--- src/rtl/core/tsc_pkg.sv ---
// ----------------------------------------------------------------------------
// Tilt steering controller - package
// Shared constants, types and the arctangent table.
// ----------------------------------------------------------------------------
package tsc_pkg;

   localparam int ANGLE_BITS_DEFAULT = 16;
   localparam int CORDIC_DEPTH       = 24;
   localparam int ITER_W             = 5;   // indexes the 24-entry table
   localparam int CSR_IDX_W          = 3;
   localparam int CSR_DATA_W         = 16;
   localparam int SPEED_W            = 11;
   localparam int SPEED_CEIL         = 1000;
   localparam int TURN_SPAN          = 500;

   // register indexes
   localparam logic [CSR_IDX_W-1:0] REG_START_ACCEL = 3'd0;
   localparam logic [CSR_IDX_W-1:0] REG_KEEP_ACCEL  = 3'd1;
   localparam logic [CSR_IDX_W-1:0] REG_FWD_ENTER   = 3'd2;
   localparam logic [CSR_IDX_W-1:0] REG_FWD_KEEP    = 3'd3;
   localparam logic [CSR_IDX_W-1:0] REG_OBSTACLE    = 3'd4;
   localparam logic [CSR_IDX_W-1:0] REG_BASE_SPEED  = 3'd5;
   localparam logic [CSR_IDX_W-1:0] REG_TOP_SPEED   = 3'd6;
   localparam logic [CSR_IDX_W-1:0] REG_FWD_GAIN    = 3'd7;

   // light modes
   localparam logic [1:0] LIGHT_MOVING  = 2'd0;
   localparam logic [1:0] LIGHT_STOPPED = 2'd1;
   localparam logic [1:0] LIGHT_LEFT    = 2'd2;
   localparam logic [1:0] LIGHT_RIGHT   = 2'd3;

   typedef struct packed {
      logic [14:0] start_accel;
      logic [14:0] keep_accel;
      logic [15:0] fwd_enter;
      logic [15:0] fwd_keep;
      logic [12:0] obstacle;
      logic [9:0]  base_speed;
      logic [9:0]  top_speed;
      logic [9:0]  fwd_gain;
   } cfg_type;

   localparam cfg_type CFG_RESET = '{
      start_accel: 15'd384,
      keep_accel:  15'd154,
      fwd_enter:   16'd27307,
      fwd_keep:    16'd21845,
      obstacle:    13'd80,
      base_speed:  10'd200,
      top_speed:   10'd1000,
      fwd_gain:    10'd200
   };

   typedef enum logic [2:0] {
      ST_IDLE,
      ST_ROTATE,
      ST_ANGLE,
      ST_SCALE,
      ST_COMMIT
   } state_type;

   typedef struct packed {
      logic              load;
      logic              step;
      logic              angle;
      logic              scale;
      logic              commit;
      logic [ITER_W-1:0] iter;
   } cmd_type;

   typedef struct packed {
      logic slot_free;
   } status_type;

   // atan(2^-i) in 2^32-per-turn units
   function automatic logic [29:0] arctan_rev32(input logic [ITER_W-1:0] idx);
      logic [29:0] v;
      unique case (idx)
         5'd0:  v = 30'd536870912;
         5'd1:  v = 30'd316933406;
         5'd2:  v = 30'd167458907;
         5'd3:  v = 30'd85004756;
         5'd4:  v = 30'd42667331;
         5'd5:  v = 30'd21354465;
         5'd6:  v = 30'd10679838;
         5'd7:  v = 30'd5340245;
         5'd8:  v = 30'd2670163;
         5'd9:  v = 30'd1335087;
         5'd10: v = 30'd667544;
         5'd11: v = 30'd333772;
         5'd12: v = 30'd166886;
         5'd13: v = 30'd83443;
         5'd14: v = 30'd41722;
         5'd15: v = 30'd20861;
         5'd16: v = 30'd10430;
         5'd17: v = 30'd5215;
         5'd18: v = 30'd2608;
         5'd19: v = 30'd1304;
         5'd20: v = 30'd652;
         5'd21: v = 30'd326;
         5'd22: v = 30'd163;
         5'd23: v = 30'd81;
         default: v = 30'd0;
      endcase
      return v;
   endfunction

endpackage

--- src/rtl/core/tsc_req_if.sv ---
// ----------------------------------------------------------------------------
// Tilt steering controller - request channel
// Valid/ready channel carrying one tilt sample and range reading per beat.
// ----------------------------------------------------------------------------
interface tsc_req_if;
   logic               valid;
   logic               ready;
   logic signed [15:0] tilt_x;
   logic signed [15:0] tilt_y;
   logic [12:0]        range_mm;

   modport source (output valid, tilt_x, tilt_y, range_mm, input ready);
   modport sink   (input valid, tilt_x, tilt_y, range_mm, output ready);
endinterface

--- src/rtl/core/tsc_rsp_if.sv ---
// ----------------------------------------------------------------------------
// Tilt steering controller - response channel
// Valid/ready channel carrying one wheel command per beat.
// ----------------------------------------------------------------------------
interface tsc_rsp_if;
   logic               valid;
   logic               ready;
   logic signed [10:0] left_speed;
   logic signed [10:0] right_speed;
   logic [1:0]         light_mode;
   logic               start_hold;

   modport source (output valid, left_speed, right_speed, light_mode, start_hold,
                   input ready);
   modport sink   (input valid, left_speed, right_speed, light_mode, start_hold,
                   output ready);
endinterface

--- src/rtl/core/tsc_csr.sv ---
// ----------------------------------------------------------------------------
// Tilt steering controller - configuration registers
// Write-only register bank, each write keeps the register's width.
// ----------------------------------------------------------------------------
module tsc_csr (
   input  logic                             clock,
   input  logic                             reset,
   input  logic                             csr_we,
   input  logic [tsc_pkg::CSR_IDX_W-1:0]    csr_index,
   input  logic [tsc_pkg::CSR_DATA_W-1:0]   csr_wdata,
   output tsc_pkg::cfg_type                 cfg
);

   tsc_pkg::cfg_type cfg_ff, cfg_in;

   always_comb begin
      cfg_in = cfg_ff;
      if (csr_we) begin
         unique case (csr_index)
            tsc_pkg::REG_START_ACCEL: cfg_in.start_accel = csr_wdata[14:0];
            tsc_pkg::REG_KEEP_ACCEL:  cfg_in.keep_accel  = csr_wdata[14:0];
            tsc_pkg::REG_FWD_ENTER:   cfg_in.fwd_enter   = csr_wdata;
            tsc_pkg::REG_FWD_KEEP:    cfg_in.fwd_keep    = csr_wdata;
            tsc_pkg::REG_OBSTACLE:    cfg_in.obstacle    = csr_wdata[12:0];
            tsc_pkg::REG_BASE_SPEED:  cfg_in.base_speed  = csr_wdata[9:0];
            tsc_pkg::REG_TOP_SPEED:   cfg_in.top_speed   = csr_wdata[9:0];
            tsc_pkg::REG_FWD_GAIN:    cfg_in.fwd_gain    = csr_wdata[9:0];
            default:                  cfg_in = cfg_ff;
         endcase
      end
   end

   always_ff @(posedge clock) begin
      if (reset) begin
         cfg_ff <= tsc_pkg::CFG_RESET;
      end else begin
         cfg_ff <= cfg_in;
      end
   end

   assign cfg = cfg_ff;

endmodule

--- src/rtl/core/tsc_ctrl.sv ---
// ----------------------------------------------------------------------------
// Tilt steering controller - sequencer
// Steps one sample through load, CORDIC iterations, angle, scale and commit.
// ----------------------------------------------------------------------------
module tsc_ctrl #(
   parameter int ANGLE_BITS = tsc_pkg::ANGLE_BITS_DEFAULT
) (
   input  logic                clock,
   input  logic                reset,
   input  logic                req_valid,
   output logic                req_ready,
   input  tsc_pkg::status_type status,
   output tsc_pkg::cmd_type    cmd
);

   localparam logic [tsc_pkg::ITER_W-1:0] ITER_LAST = tsc_pkg::ITER_W'(ANGLE_BITS - 1);

   tsc_pkg::state_type           state_ff, state_in;
   logic [tsc_pkg::ITER_W-1:0]   iter_ff, iter_in;

   always_ff @(posedge clock) begin
      if (reset) begin
         state_ff <= tsc_pkg::ST_IDLE;
         iter_ff  <= '0;
      end else begin
         state_ff <= state_in;
         iter_ff  <= iter_in;
      end
   end

   always_comb begin
      state_in   = state_ff;
      iter_in    = iter_ff;
      req_ready  = 1'b0;
      cmd        = '0;
      cmd.iter   = iter_ff;
      unique case (state_ff)
         tsc_pkg::ST_IDLE: begin
            req_ready = 1'b1;
            iter_in   = '0;
            if (req_valid) begin
               cmd.load = 1'b1;
               state_in = tsc_pkg::ST_ROTATE;
            end
         end
         tsc_pkg::ST_ROTATE: begin
            cmd.step = 1'b1;
            iter_in  = iter_ff + 1'b1;
            if (iter_ff == ITER_LAST) begin
               state_in = tsc_pkg::ST_ANGLE;
            end
         end
         tsc_pkg::ST_ANGLE: begin
            cmd.angle = 1'b1;
            state_in  = tsc_pkg::ST_SCALE;
         end
         tsc_pkg::ST_SCALE: begin
            cmd.scale = 1'b1;
            state_in  = tsc_pkg::ST_COMMIT;
         end
         tsc_pkg::ST_COMMIT: begin
            // wait here until the output register can take the result
            if (status.slot_free) begin
               cmd.commit = 1'b1;
               state_in   = tsc_pkg::ST_IDLE;
            end
         end
         default: state_in = tsc_pkg::ST_IDLE;
      endcase
   end

endmodule

--- src/rtl/core/tsc_datapath.sv ---
// ----------------------------------------------------------------------------
// Tilt steering controller - datapath
// CORDIC vectoring unit, speed arithmetic, latches and output register.
// ----------------------------------------------------------------------------
module tsc_datapath #(
   parameter int ANGLE_BITS = tsc_pkg::ANGLE_BITS_DEFAULT
) (
   input  logic                 clock,
   input  logic                 reset,
   input  tsc_pkg::cfg_type     cfg,
   input  tsc_pkg::cmd_type     cmd,
   output tsc_pkg::status_type  status,
   input  logic signed [15:0]   req_tilt_x,
   input  logic signed [15:0]   req_tilt_y,
   input  logic [12:0]          req_range_mm,
   output logic                 rsp_valid,
   input  logic                 rsp_ready,
   output logic signed [10:0]   rsp_left_speed,
   output logic signed [10:0]   rsp_right_speed,
   output logic [1:0]           rsp_light_mode,
   output logic                 rsp_start_hold
);

   localparam int CW    = 20;                  // CORDIC x/y width
   localparam int ZW    = 34;                  // angle accumulator width
   localparam int SHIFT = 32 - ANGLE_BITS;
   localparam int TW    = 16 + ANGLE_BITS;
   localparam int PW    = ANGLE_BITS + 9;      // turn product width
   localparam logic signed [ZW-1:0] QUARTER = ZW'(64'sd1073741824);
   localparam logic signed [ZW-1:0] ROUND   = ZW'(64'sd1 <<< (SHIFT - 1));
   localparam logic signed [ZW-1:0] HALF_Z  = ZW'(64'sd1 <<< (ANGLE_BITS - 1));
   localparam logic [ANGLE_BITS-1:0] HALF_A = ANGLE_BITS'(64'd1 << (ANGLE_BITS - 1));
   localparam logic [8:0] SPAN    = 9'(tsc_pkg::TURN_SPAN);
   localparam logic [10:0] CEIL   = 11'(tsc_pkg::SPEED_CEIL);

   // sample and iteration state
   logic [12:0]                range_ff;
   logic [15:0]                ay_ff;
   logic                       active_ff, zero_ff;
   logic signed [CW-1:0]       cx_ff, cy_ff;
   logic signed [ZW-1:0]       z_ff;
   logic                       ang_neg_ff;
   logic [ANGLE_BITS-1:0]      mag_ff;
   logic                       fwd_ff;
   logic [PW-1:0]              turn_prod_ff;
   logic [25:0]                fwd_prod_ff;

   // latches and output
   logic moving_ff, moving_in, forward_ff, forward_in, fresh_ff, fresh_in;
   logic rsp_valid_ff, rsp_valid_in;
   logic signed [10:0] left_ff, right_ff, left_in, right_in;
   logic [1:0]         light_ff, light_in;
   logic               hold_ff, hold_in;

   // ---- load ----
   logic [15:0]          ax_w, ay_w;
   logic [14:0]          acc_thr_w;
   logic signed [CW-1:0] xs_w, ys_w, cx0_w, cy0_w;
   logic signed [ZW-1:0] z0_w;

   always_comb begin
      ax_w      = req_tilt_x[15] ? 16'(-req_tilt_x) : 16'(req_tilt_x);
      ay_w      = req_tilt_y[15] ? 16'(-req_tilt_y) : 16'(req_tilt_y);
      acc_thr_w = moving_ff ? cfg.keep_accel : cfg.start_accel;
      xs_w      = CW'(req_tilt_x);
      ys_w      = CW'(req_tilt_y);
      cx0_w     = ys_w;
      cy0_w     = xs_w;
      z0_w      = '0;
      // pre-rotate by a quarter turn when the vector points backward
      if (req_tilt_y[15]) begin
         if (!req_tilt_x[15]) begin
            cx0_w = xs_w;
            cy0_w = -ys_w;
            z0_w  = QUARTER;
         end else begin
            cx0_w = -xs_w;
            cy0_w = ys_w;
            z0_w  = -QUARTER;
         end
      end
   end

   // ---- one CORDIC step ----
   logic signed [CW-1:0] dx_w, dy_w;
   logic signed [ZW-1:0] atan_w;

   always_comb begin
      dx_w   = cy_ff >>> cmd.iter;
      dy_w   = cx_ff >>> cmd.iter;
      atan_w = $signed({4'b0000, tsc_pkg::arctan_rev32(cmd.iter)});
   end

   // ---- angle rounding ----
   logic signed [ZW-1:0] zr_w, a_w, ac_w, aabs_w;

   always_comb begin
      zr_w = z_ff + ROUND;
      a_w  = zr_w >>> SHIFT;
      priority if (zero_ff)     ac_w = '0;
      else if (a_w > HALF_Z)    ac_w = HALF_Z;
      else if (a_w < -HALF_Z)   ac_w = -HALF_Z;
      else                      ac_w = a_w;
      aabs_w = ac_w[ZW-1] ? -ac_w : ac_w;
   end

   // ---- scale ----
   logic [TW-1:0]         thr_wide_w;
   logic [ANGLE_BITS-1:0] thr_w;

   always_comb begin
      thr_wide_w = TW'(forward_ff ? cfg.fwd_keep : cfg.fwd_enter) << ANGLE_BITS;
      thr_w      = thr_wide_w[TW-1:16];
   end

   // ---- commit ----
   logic [10:0] turn_raw_w, turn_w, fwd_sp_w;
   logic [17:0] fwd_raw_w;
   logic [9:0]  fwd_lim_w;

   always_comb begin
      turn_raw_w = 11'(cfg.base_speed) + 11'(turn_prod_ff >> (ANGLE_BITS - 1));
      turn_w     = (turn_raw_w > CEIL) ? CEIL : turn_raw_w;
      fwd_raw_w  = fwd_prod_ff[25:8];
      fwd_lim_w  = (fwd_raw_w > 18'(cfg.top_speed)) ? cfg.top_speed : fwd_raw_w[9:0];
      fwd_sp_w   = (11'(fwd_lim_w) > CEIL) ? CEIL : 11'(fwd_lim_w);

      moving_in  = moving_ff;
      forward_in = forward_ff;
      fresh_in   = fresh_ff;
      left_in    = '0;
      right_in   = '0;
      light_in   = tsc_pkg::LIGHT_STOPPED;
      hold_in    = 1'b0;
      if (active_ff) begin
         moving_in = 1'b1;
         if (fwd_ff) begin
            forward_in = 1'b1;
            if (range_ff > cfg.obstacle) begin
               left_in  = $signed(fwd_sp_w);
               right_in = $signed(fwd_sp_w);
               light_in = tsc_pkg::LIGHT_MOVING;
               hold_in  = fresh_ff;
               fresh_in = 1'b0;
            end else begin
               fresh_in = 1'b1;      // obstacle ahead: stop, keep forward latch
            end
         end else begin
            forward_in = 1'b0;
            fresh_in   = 1'b1;
            if (!ang_neg_ff) begin
               left_in  = -$signed(turn_w);
               right_in = $signed(turn_w);
               light_in = tsc_pkg::LIGHT_LEFT;
            end else begin
               left_in  = $signed(turn_w);
               right_in = -$signed(turn_w);
               light_in = tsc_pkg::LIGHT_RIGHT;
            end
         end
      end else begin
         moving_in = 1'b0;
         fresh_in  = 1'b1;
      end

      status.slot_free = !rsp_valid_ff || rsp_ready;
      if (cmd.commit)     rsp_valid_in = 1'b1;
      else if (rsp_ready) rsp_valid_in = 1'b0;
      else                rsp_valid_in = rsp_valid_ff;
   end

   // control state
   always_ff @(posedge clock) begin
      if (reset) begin
         moving_ff    <= 1'b0;
         forward_ff   <= 1'b0;
         fresh_ff     <= 1'b1;
         rsp_valid_ff <= 1'b0;
      end else begin
         rsp_valid_ff <= rsp_valid_in;
         if (cmd.commit) begin
            moving_ff  <= moving_in;
            forward_ff <= forward_in;
            fresh_ff   <= fresh_in;
         end
      end
   end

   // payload
   always_ff @(posedge clock) begin
      if (cmd.load) begin
         range_ff  <= req_range_mm;
         ay_ff     <= ay_w;
         active_ff <= (ax_w > 16'(acc_thr_w)) || (ay_w > 16'(acc_thr_w));
         zero_ff   <= (req_tilt_x == 16'sd0) && (req_tilt_y == 16'sd0);
         cx_ff     <= cx0_w;
         cy_ff     <= cy0_w;
         z_ff      <= z0_w;
      end
      if (cmd.step) begin
         if (!cy_ff[CW-1]) begin
            cx_ff <= cx_ff + dx_w;
            cy_ff <= cy_ff - dy_w;
            z_ff  <= z_ff + atan_w;
         end else begin
            cx_ff <= cx_ff - dx_w;
            cy_ff <= cy_ff + dy_w;
            z_ff  <= z_ff - atan_w;
         end
      end
      if (cmd.angle) begin
         ang_neg_ff <= ac_w[ZW-1];
         mag_ff     <= aabs_w[ANGLE_BITS-1:0];
      end
      if (cmd.scale) begin
         fwd_ff       <= mag_ff > thr_w;
         turn_prod_ff <= PW'(HALF_A - mag_ff) * PW'(SPAN);
         fwd_prod_ff  <= 26'(cfg.fwd_gain) * 26'(ay_ff);
      end
      if (cmd.commit) begin
         left_ff  <= left_in;
         right_ff <= right_in;
         light_ff <= light_in;
         hold_ff  <= hold_in;
      end
   end

   assign rsp_valid       = rsp_valid_ff;
   assign rsp_left_speed  = left_ff;
   assign rsp_right_speed = right_ff;
   assign rsp_light_mode  = light_ff;
   assign rsp_start_hold  = hold_ff;

endmodule

--- src/rtl/core/tilt_steering_controller_unit.sv ---
// ----------------------------------------------------------------------------
// Tilt steering controller unit - top level
// Turns a two-axis tilt sample and a range reading into wheel commands.
// ----------------------------------------------------------------------------
//  channel   dir  payload                                       handshake
//  req_chan  in   tilt_x, tilt_y, range_mm                      valid/ready
//  rsp_chan  out  left_speed, right_speed, light_mode, hold     valid/ready
//  csr_*     in   csr_index, csr_wdata                          csr_we strobe
//
//  One sample at a time: a load step, ANGLE_BITS CORDIC iterations (one per
//  cycle on a single shift/add unit), then the angle, scale and commit steps.
//  The result sits in an output register; the next sample is taken as soon as
//  it lands there, while the previous beat may still wait for rsp ready.
//  A stalled response holds the sequencer in commit until the slot frees.
//  Reset is synchronous, active high; control and configuration registers
//  return to their defaults, the sample and payload registers are not reset.
// ----------------------------------------------------------------------------
module tilt_steering_controller_unit #(
   parameter int ANGLE_BITS = tsc_pkg::ANGLE_BITS_DEFAULT
) (
   input  logic                            clock,
   input  logic                            reset,
   tsc_req_if.sink                         req_chan,
   tsc_rsp_if.source                       rsp_chan,
   input  logic                            csr_we,
   input  logic [tsc_pkg::CSR_IDX_W-1:0]   csr_index,
   input  logic [tsc_pkg::CSR_DATA_W-1:0]  csr_wdata
);

   tsc_pkg::cfg_type    cfg;
   tsc_pkg::cmd_type    cmd;
   tsc_pkg::status_type status;

   // register bank
   tsc_csr u_csr (
      .clock     (clock),
      .reset     (reset),
      .csr_we    (csr_we),
      .csr_index (csr_index),
      .csr_wdata (csr_wdata),
      .cfg       (cfg)
   );

   // sequencer: ready only while idle
   tsc_ctrl #(
      .ANGLE_BITS (ANGLE_BITS)
   ) u_ctrl (
      .clock     (clock),
      .reset     (reset),
      .req_valid (req_chan.valid),
      .req_ready (req_chan.ready),
      .status    (status),
      .cmd       (cmd)
   );

   // CORDIC, speed math, steering latches, output register
   tsc_datapath #(
      .ANGLE_BITS (ANGLE_BITS)
   ) u_datapath (
      .clock           (clock),
      .reset           (reset),
      .cfg             (cfg),
      .cmd             (cmd),
      .status          (status),
      .req_tilt_x      (req_chan.tilt_x),
      .req_tilt_y      (req_chan.tilt_y),
      .req_range_mm    (req_chan.range_mm),
      .rsp_valid       (rsp_chan.valid),
      .rsp_ready       (rsp_chan.ready),
      .rsp_left_speed  (rsp_chan.left_speed),
      .rsp_right_speed (rsp_chan.right_speed),
      .rsp_light_mode  (rsp_chan.light_mode),
      .rsp_start_hold  (rsp_chan.start_hold)
   );

endmodule

--- src/flat_wrapper.sv ---
// flat-port wrapper written by rule: the top's interface ports become plain ports
module tilt_steering_controller_unit_flat 
#(
   parameter int ANGLE_BITS = tsc_pkg::ANGLE_BITS_DEFAULT
)
  (clock, reset, csr_we, csr_index, csr_wdata, req_chan_valid, req_chan_tilt_x, req_chan_tilt_y, req_chan_range_mm, req_chan_ready, rsp_chan_valid, rsp_chan_left_speed, rsp_chan_right_speed, rsp_chan_light_mode, rsp_chan_start_hold, rsp_chan_ready);
  tsc_req_if req_chan_i ();
  tsc_rsp_if rsp_chan_i ();
  input  logic clock;
  input  logic reset;
  input  logic csr_we;
  input  logic [tsc_pkg::CSR_IDX_W-1:0] csr_index;
  input  logic [tsc_pkg::CSR_DATA_W-1:0] csr_wdata;
  input wire logic [$bits(req_chan_i.valid)-1:0] req_chan_valid;
  input wire logic [$bits(req_chan_i.tilt_x)-1:0] req_chan_tilt_x;
  input wire logic [$bits(req_chan_i.tilt_y)-1:0] req_chan_tilt_y;
  input wire logic [$bits(req_chan_i.range_mm)-1:0] req_chan_range_mm;
  output wire logic [$bits(req_chan_i.ready)-1:0] req_chan_ready;
  output wire logic [$bits(rsp_chan_i.valid)-1:0] rsp_chan_valid;
  output wire logic [$bits(rsp_chan_i.left_speed)-1:0] rsp_chan_left_speed;
  output wire logic [$bits(rsp_chan_i.right_speed)-1:0] rsp_chan_right_speed;
  output wire logic [$bits(rsp_chan_i.light_mode)-1:0] rsp_chan_light_mode;
  output wire logic [$bits(rsp_chan_i.start_hold)-1:0] rsp_chan_start_hold;
  input wire logic [$bits(rsp_chan_i.ready)-1:0] rsp_chan_ready;
  assign req_chan_i.valid = req_chan_valid;
  assign req_chan_i.tilt_x = req_chan_tilt_x;
  assign req_chan_i.tilt_y = req_chan_tilt_y;
  assign req_chan_i.range_mm = req_chan_range_mm;
  assign req_chan_ready = req_chan_i.ready;
  assign rsp_chan_valid = rsp_chan_i.valid;
  assign rsp_chan_left_speed = rsp_chan_i.left_speed;
  assign rsp_chan_right_speed = rsp_chan_i.right_speed;
  assign rsp_chan_light_mode = rsp_chan_i.light_mode;
  assign rsp_chan_start_hold = rsp_chan_i.start_hold;
  assign rsp_chan_i.ready = rsp_chan_ready;
  tilt_steering_controller_unit #(.ANGLE_BITS(ANGLE_BITS)) u_core (.clock(clock), .reset(reset), .req_chan(req_chan_i), .rsp_chan(rsp_chan_i), .csr_we(csr_we), .csr_index(csr_index), .csr_wdata(csr_wdata));
endmodule
--- config.mk ---
export PLATFORM = sky130hd
export DESIGN_NAME = tilt_steering_controller_unit_flat
export DESIGN_NICKNAME = d
export VERILOG_FILES = /design/src/rtl/core/tsc_pkg.sv /design/src/rtl/core/tsc_req_if.sv /design/src/rtl/core/tsc_rsp_if.sv /design/src/rtl/core/tsc_csr.sv /design/src/rtl/core/tsc_ctrl.sv /design/src/rtl/core/tsc_datapath.sv /design/src/rtl/core/tilt_steering_controller_unit.sv /design/src/flat_wrapper.sv
export SDC_FILE = /design/constraint.sdc
export NUM_CORES = 2
export LEC_CHECK = 0
export BUFFER_PORTS_ARGS = -buffer_cell sky130_fd_sc_hd__buf_2
export CORE_ASPECT_RATIO = 0.7
export CORE_MARGIN = 5
export CORE_UTILIZATION = 30
export CTS_CLUSTER_SIZE = 16
export DETAILED_ROUTE_END_ITERATION = 7
export PLACE_DENSITY_LB_ADDON = 0.05
export SLEW_MARGIN = 30
export SYNTH_ARGS = -nofsm -noshare
export SYNTH_HDL_FRONTEND = slang
export SYNTH_SLANG_ARGS = --single-unit
--- constraint.sdc ---
create_clock -name clock -period 7.6 [get_ports clock]
set_input_delay 0.76 -clock clock [delete_from_list [all_inputs] [get_ports clock]]
set_output_delay 0.76 -clock clock [all_outputs]
set_load 0.005 [all_outputs]
# ---- Yosys cells after proc, flatten, opt, wreduce, memory -nomap -nowiden
# Memories as Yosys holds them, arrays and structs flattened. A register that Yosys moved wholly into a read port is not among the register bits.
# Cells that the tools add are included.
dict set report classes {
  n_eq_ne 15
  addsub 16
  n_shift 2
  muxes 56
  n_lt_le_gt_ge 9
  n_reduce_logical 22
  multipliers 2
}
# cell n
set op_table {}
lappend op_table {{$mux W34} 8}
lappend op_table {{$mux W20} 10}
lappend op_table {{$mux W16} 4}
lappend op_table {{$mux W11} 5}
lappend op_table {{$neg A16 Y16} 3}
lappend op_table {{$add A20 B20 Y20} 2}
lappend op_table {{$neg A16 Y20} 2}
lappend op_table {{$sshr A20 B5 Y20} 2}
lappend op_table {{$sub A20 B20 Y20} 2}
lappend op_table {{$add A34 B17 Y34 const B} 1}
lappend op_table {{$add A34 B31 Y34} 1}
lappend op_table {{$sub A34 B31 Y34} 1}
lappend op_table {{$gt A16 B15 Y1} 2}
lappend op_table {{$logic_not A16 Y1} 2}
lappend op_table {{$mux W10} 3}
lappend op_table {{$mul A10 B16 Y26} 1}
lappend op_table {{$mul A25 B7 Y23 const B} 1}
lappend op_table {{$gt A18 B10 Y1} 1}
lappend op_table {{$gt A18 B17 Y1 const B} 1}
lappend op_table {{$lt A18 B16 Y1 const B} 1}
lappend op_table {{$reduce_and A2 Y1} 9}
lappend op_table {{$mux W1} 17}
lappend op_table {{$sub A16 B16 Y17 const A} 1}
lappend op_table {{$gt A16 B16 Y1} 1}
lappend op_table {{other kinds (24)} 41}
dict set report word_totals {
  wordCells 153
  regBits 314
  memories 1
  mem_bits_ro 960
  inputBits 69
  output_inout_bits 27
}
# name words word_bits rd rd_clocked_by_memory_dff write_ports line_no
set mem_list {}
lappend mem_list {{(name not given)} 32 30 1 1 0 tsc_pkg.sv:78} ;# unique case (idx)

# ---- Longest topological paths before layout
dict set report logic_depth {
  depth_word 7
  ltp_mapped 24
  depth_no_buf 24
}

# ---- Cells and area by module
# From an unflattened synthesis, not the netlist that was laid out.
dict set report unflattened {
  cells_unflattened 3445
  hier_area_um2 31270.0
}
# module n_inst seq_area_each_um2 area_per_inst_um2 cells_each
set by_module_without_submodules {}
lappend by_module_without_submodules {tsc_datapath 1 5335.1 26678.1 3003}
lappend by_module_without_submodules {tsc_csr 1 2102.0 4144.0 388}
lappend by_module_without_submodules {tsc_ctrl 1 160.2 447.9 54}

# ---- Least setup slack after synthesis
# OpenSTA, ideal clock, no wires.
dict set report synth_timing {
  path_kind {reg2reg}
  from {reg u_core.u_csr.cfg_ff, in the netlist u_core.u_csr.cfg[3]}
  to {reg u_core.u_datapath.fwd_prod_ff[25] (data pin)}
  path_stages_with_launch 25
  arrival_time_ns 5.803
  setup_slack_ns 1.537
  path_buffers 2
  setup_ns 0.260
  path_cell_list {dfxtp_1 > clkbuf_1 > clkbuf_1 > nand2_1 > fa_1 > inv_1 > fa_1 > inv_1 > fa_1 > inv_1 > fa_1 > inv_1 > fa_1 > inv_1 > ha_1 > a21oi_1 > nor2b_1 > a211oi_1 > o21ai_0 > o211ai_1 > a21boi_0 > a2111o_1 > a21o_1 > a21oi_1 > xnor2_1}
}
dict set report synth_between {
  elab_chain_len 1
}
# element line_no
set synth_lines {}
lappend synth_lines {{start, declared} tsc_csr.sv:14} ;# tsc_pkg::cfg_type cfg_ff, cfg_in;
lappend synth_lines {{start signal, assigned} tsc_csr.sv:35} ;# cfg_ff <= tsc_pkg::CFG_RESET;
lappend synth_lines {{start signal, assigned} tsc_csr.sv:37} ;# cfg_ff <= cfg_in;
lappend synth_lines {{$mul A10 B16 Y26} tsc_datapath.sv:218} ;# fwd_prod_ff <= 26'(cfg.fwd_gain) * 26'(ay_ff);
lappend synth_lines {{end signal, assigned} tsc_datapath.sv:218}
lappend synth_lines {{end, declared} tsc_datapath.sv:46} ;# logic [25:0] fwd_prod_ff;
# Every way passes these cells.
# A chain may end at the register's enable or synchronous reset.

# ---- Worst setup path in the final report
# Ends and elaborated chain as after synthesis.

==> run_results.csv <==
group,metric,value,unit
sta,relSlewSlack,37.13,%
yosys,netlist-cell-type-count,88,
yosys,syn_area_per_cell,8.747,µm²
cts,clkTransAtPathRegs,60,ps
floorplanning,die_h,279.8,µm
cts,clockBufferDepth,3,
cts,cts_max_level,2,
cts,cts_tree,"done",
cts,root_buffer,"clkbuf_16",
yosys,synth.most_common_cell,"nand2_1",
yosys,synthArstFlopShare,0,%
sta,post-route-min-period,6585,ps
sta,finalSetupViolations,0,
critical_path,criticalPathCategory,"reg -> reg",
cts,cts_inserted_buffers,41,
sta,fmaxAchievable,151.9,MHz
critical_path,crit_path_max_fanout,17,
place,hpwl,79.67,mm
place,place_area,33040,µm²
cts,cts-resized-gates,0,
critical_path,critical_path_arrival,6920,ps
global_route,grt_use_met1,28.87,%
job,max-cap-violations,0,
sta,rsz0062_at_grt,"no",
yosys,synth-main-ff-cell,"edfxtp_1",
routing,vias,25830,
sta,fin_skew,18.15,ps
yosys,netlist_instances,3567,
final_layout,finish.instance_area,34480,µm²
final_layout,fin_cells,4971,
yosys,synth_common_cells,"nand2_1, inv_1, ha_1, nor2_1, a21oi_1",
floorplanning,die-area,110700,µm²
routing,drt_iter0_markers,2054,
pwr,p_leak,0.01415,µW
floorplanning,die_w,395.5,µm
sta,fin_crit_sh,86.64,%
yosys,yosysTopAreaCell,"edfxtp_1",
yosys,ys_ff_latch,322,
global_route,grt_overflow,0,
worst_hold_path,worst_hold_path_type,"in -> reg",
global_route,grt_use_met3,2.604,%
critical_path,cp.required,7940,ps
pwr,vdd_drop_max,0.1489,mV
yosys,synth_area_leaders,"edfxtp_1, ha_1, fa_1",
global_route,grt_max_degree,75,
routing,vias_per_cell,5.196,
place,io_buffers,95,
yosys,synthesis.area,31200,µm²
routing,routed_wl,102.0,mm
place,dp_cells,4893,
global_route,grt_antenna_before_repair,8,
global_route,grt_usage,18.14,%
pwr,power_per_cell_area,256.5,nW/µm²
final_layout,area_delta_synth_final,10.51,%
routing,drtPass1Iterations,5,
place,place_congestion,0.9025,
cts,cts.sinks,322,
routing,ant_nets,0,
sta,finalHoldViolCount,0,
cts,postCtsHoldBufs,0,
final_layout,drive_gt1_share,8.625,%
global_route,use_met2,26.02,%
cts,insertion_delay,600,ps
yosys,yosysWarnings,0,
sta,tightest_slew,936.4,ps
global_route,grt_pass1_wl,156.8,mm
yosys,synth_top_area_share,16.84,%
floorplanning,io_pins,96,
yosys,synth-seq-area-share,26.27,%
global_route,busiest_layer,"met1",
routing,avgRoutedWirePerCell,20.53,µm
sta,finalMaxSlewViolations,0,
critical_path,crit_path_start_kind,"flip-flop",
sta,tns,0,ps
yosys,synth_edf_count,175,
yosys,synth_nets,4063,
critical_path,cp-end-kind,"flip-flop",
floorplanning,start_util,30.09,%
routing,drcViolationCount,0,
floorplanning,coreArea,103700,µm²
floorplanning,rows,99,
status,status,"complete, no violations",
cts,cts_setup_buffers,0,
global_route,grt_pass1_vias,25300,
final_layout,fin_nets,4069,
[cell usage in the layout (no fill, tap or decap), types with 15 or more instances in the layout]
cell type    n
nand4_1     26
mux4_2      39
xor2_1      83
o31ai_1     16
edfxtp_1   175
a211o_1     17
nor2b_1     35
ha_1       265
clkbuf_16   45
nand3_1     51
a211oi_1    17
nor3_1      71
inv_1      277
and3_1      31
nand3b_1    36
o22ai_1     18
nor4_1      15
o21ai_0    162
a31oi_1     31
o211ai_1    29
a21oi_1    249
or2_2       18
nand2_1    481
nand2b_1    39
dfxtp_1    144
and2_1     115
o21a_1      38
a21o_1      35
mux2_2      20
nor2_1     250
buf_2       94
fa_1       162
mux2i_1     92
xnor2_1    153
or3_1       33
buf_4       36
[power breakdown]
group | leakage [µW] | internal (µW) | total (µW) | switching [µW]
logic | 0.0106 | 1820 | 4400 | 2580
clock network | 0.000702 | 1210 | 2070 | 861
registers | 0.00288 | 2120 | 2370 | 258
total | 0.0141 | 5140 | 8840 | 3700
[sequential cells by signal, summed over array words and instances, names as in the netlist, 3 cells and up]
name / count
u_core.u_datapath.cy_ff: 20
u_core.u_datapath.atan_w: 30
u_core.u_datapath.range_ff: 13
u_core.u_datapath.z_ff: 34
u_core.u_datapath.turn_prod_ff: 10
u_core.u_datapath.ay_ff: 16
u_core.u_ctrl.iter_ff: 5
u_core.u_ctrl.state_ff: 3
u_core.u_datapath.cx_ff: 20
u_core.u_datapath.mag_ff: 16
u_core.u_datapath.rsp_left_speed: 11
u_core.u_datapath.rsp_right_speed: 10
u_core.u_datapath.fwd_prod_ff: 18
u_core.u_csr.cfg: 105
[kinds of logic after synthesis]
logic type	share of synthesized area [%]
AOI/OAI and AO/OA	14.67
xor gates and xnor gates	6.697
adders and majority gates	21.09
buffers and inverters	5.586
DFF	26.27
muxes	6.765
and+or+nand+nor	18.92
[critical path, stage by stage, from the launching register on]
cell	delay, ps
dfxtp_1	700
nand2_1	160
fa_1	560
inv_1	60
fa_1	500
inv_1	50
fa_1	470
inv_1	60
fa_1	530
inv_1	60
fa_1	530
inv_1	40
ha_1	350
a21oi_1	180
nor2b_1	80
a211oi_1	300
o21ai_0	290
o211ai_1	280
a21boi_0	220
a2111o_1	440
a21o_1	210
a21oi_1	180
xnor2_1	80
[cell type report]
type                       instances  area (µm²)
multi-input combinational       2796       21320
timing repair buffer             132       772.0
inverter                         280        1051
clock inverter                    16       190.2
sequential                       322        8202
clock buffer                      60        1235
fill                           10740       69200
tap                             1363        1705
antenna                            2       5.005
[worst paths after layout]
| kind | cells past startpoint | to | slack [ps] | start |
|---|---|---|---|---|
| max reg2reg | 22 | u_core.u_datapath.fwd_prod_ff[25] | 1020 | u_core.u_csr.cfg[3] |
| max | 22 | u_core.u_datapath.fwd_prod_ff[25] | 1020 | u_core.u_csr.cfg[3] |
| min | 1 | u_core.u_datapath.range_ff[5] | 340 | req_chan_range_mm[5] |
| min reg2reg | 2 | u_core.u_csr.cfg[75] | 450 | u_core.u_csr.cfg[75] |
[metrics by stage]
| stage | utilization, % | power (µW) | hold WS [ps] | setup slack [ps] |
|---|---|---|---|---|
| floorplan | - | 5562 | 426.8 | 1537 |
| global placement | 31.85 | 6749 | 440.5 | 1032 |
| detailed placement | 31.86 | 6765 | 443.2 | 1017 |
| CTS | 33.24 | 8939 | 290.6 | 970.4 |
| global route | 33.25 | 9571 | 308.9 | 445.8 |
| finish | 33.26 | 8844 | 338.5 | 1015 |
[metal layers]
metal / share of wire, % / routed length, µm
met1: 53 / 53960
met2: 41 / 41330
met3: 5.0 / 5144
met4: 1.5 / 1578
met5: 0.024 / 25
Power figures use the tool's default switching activity.
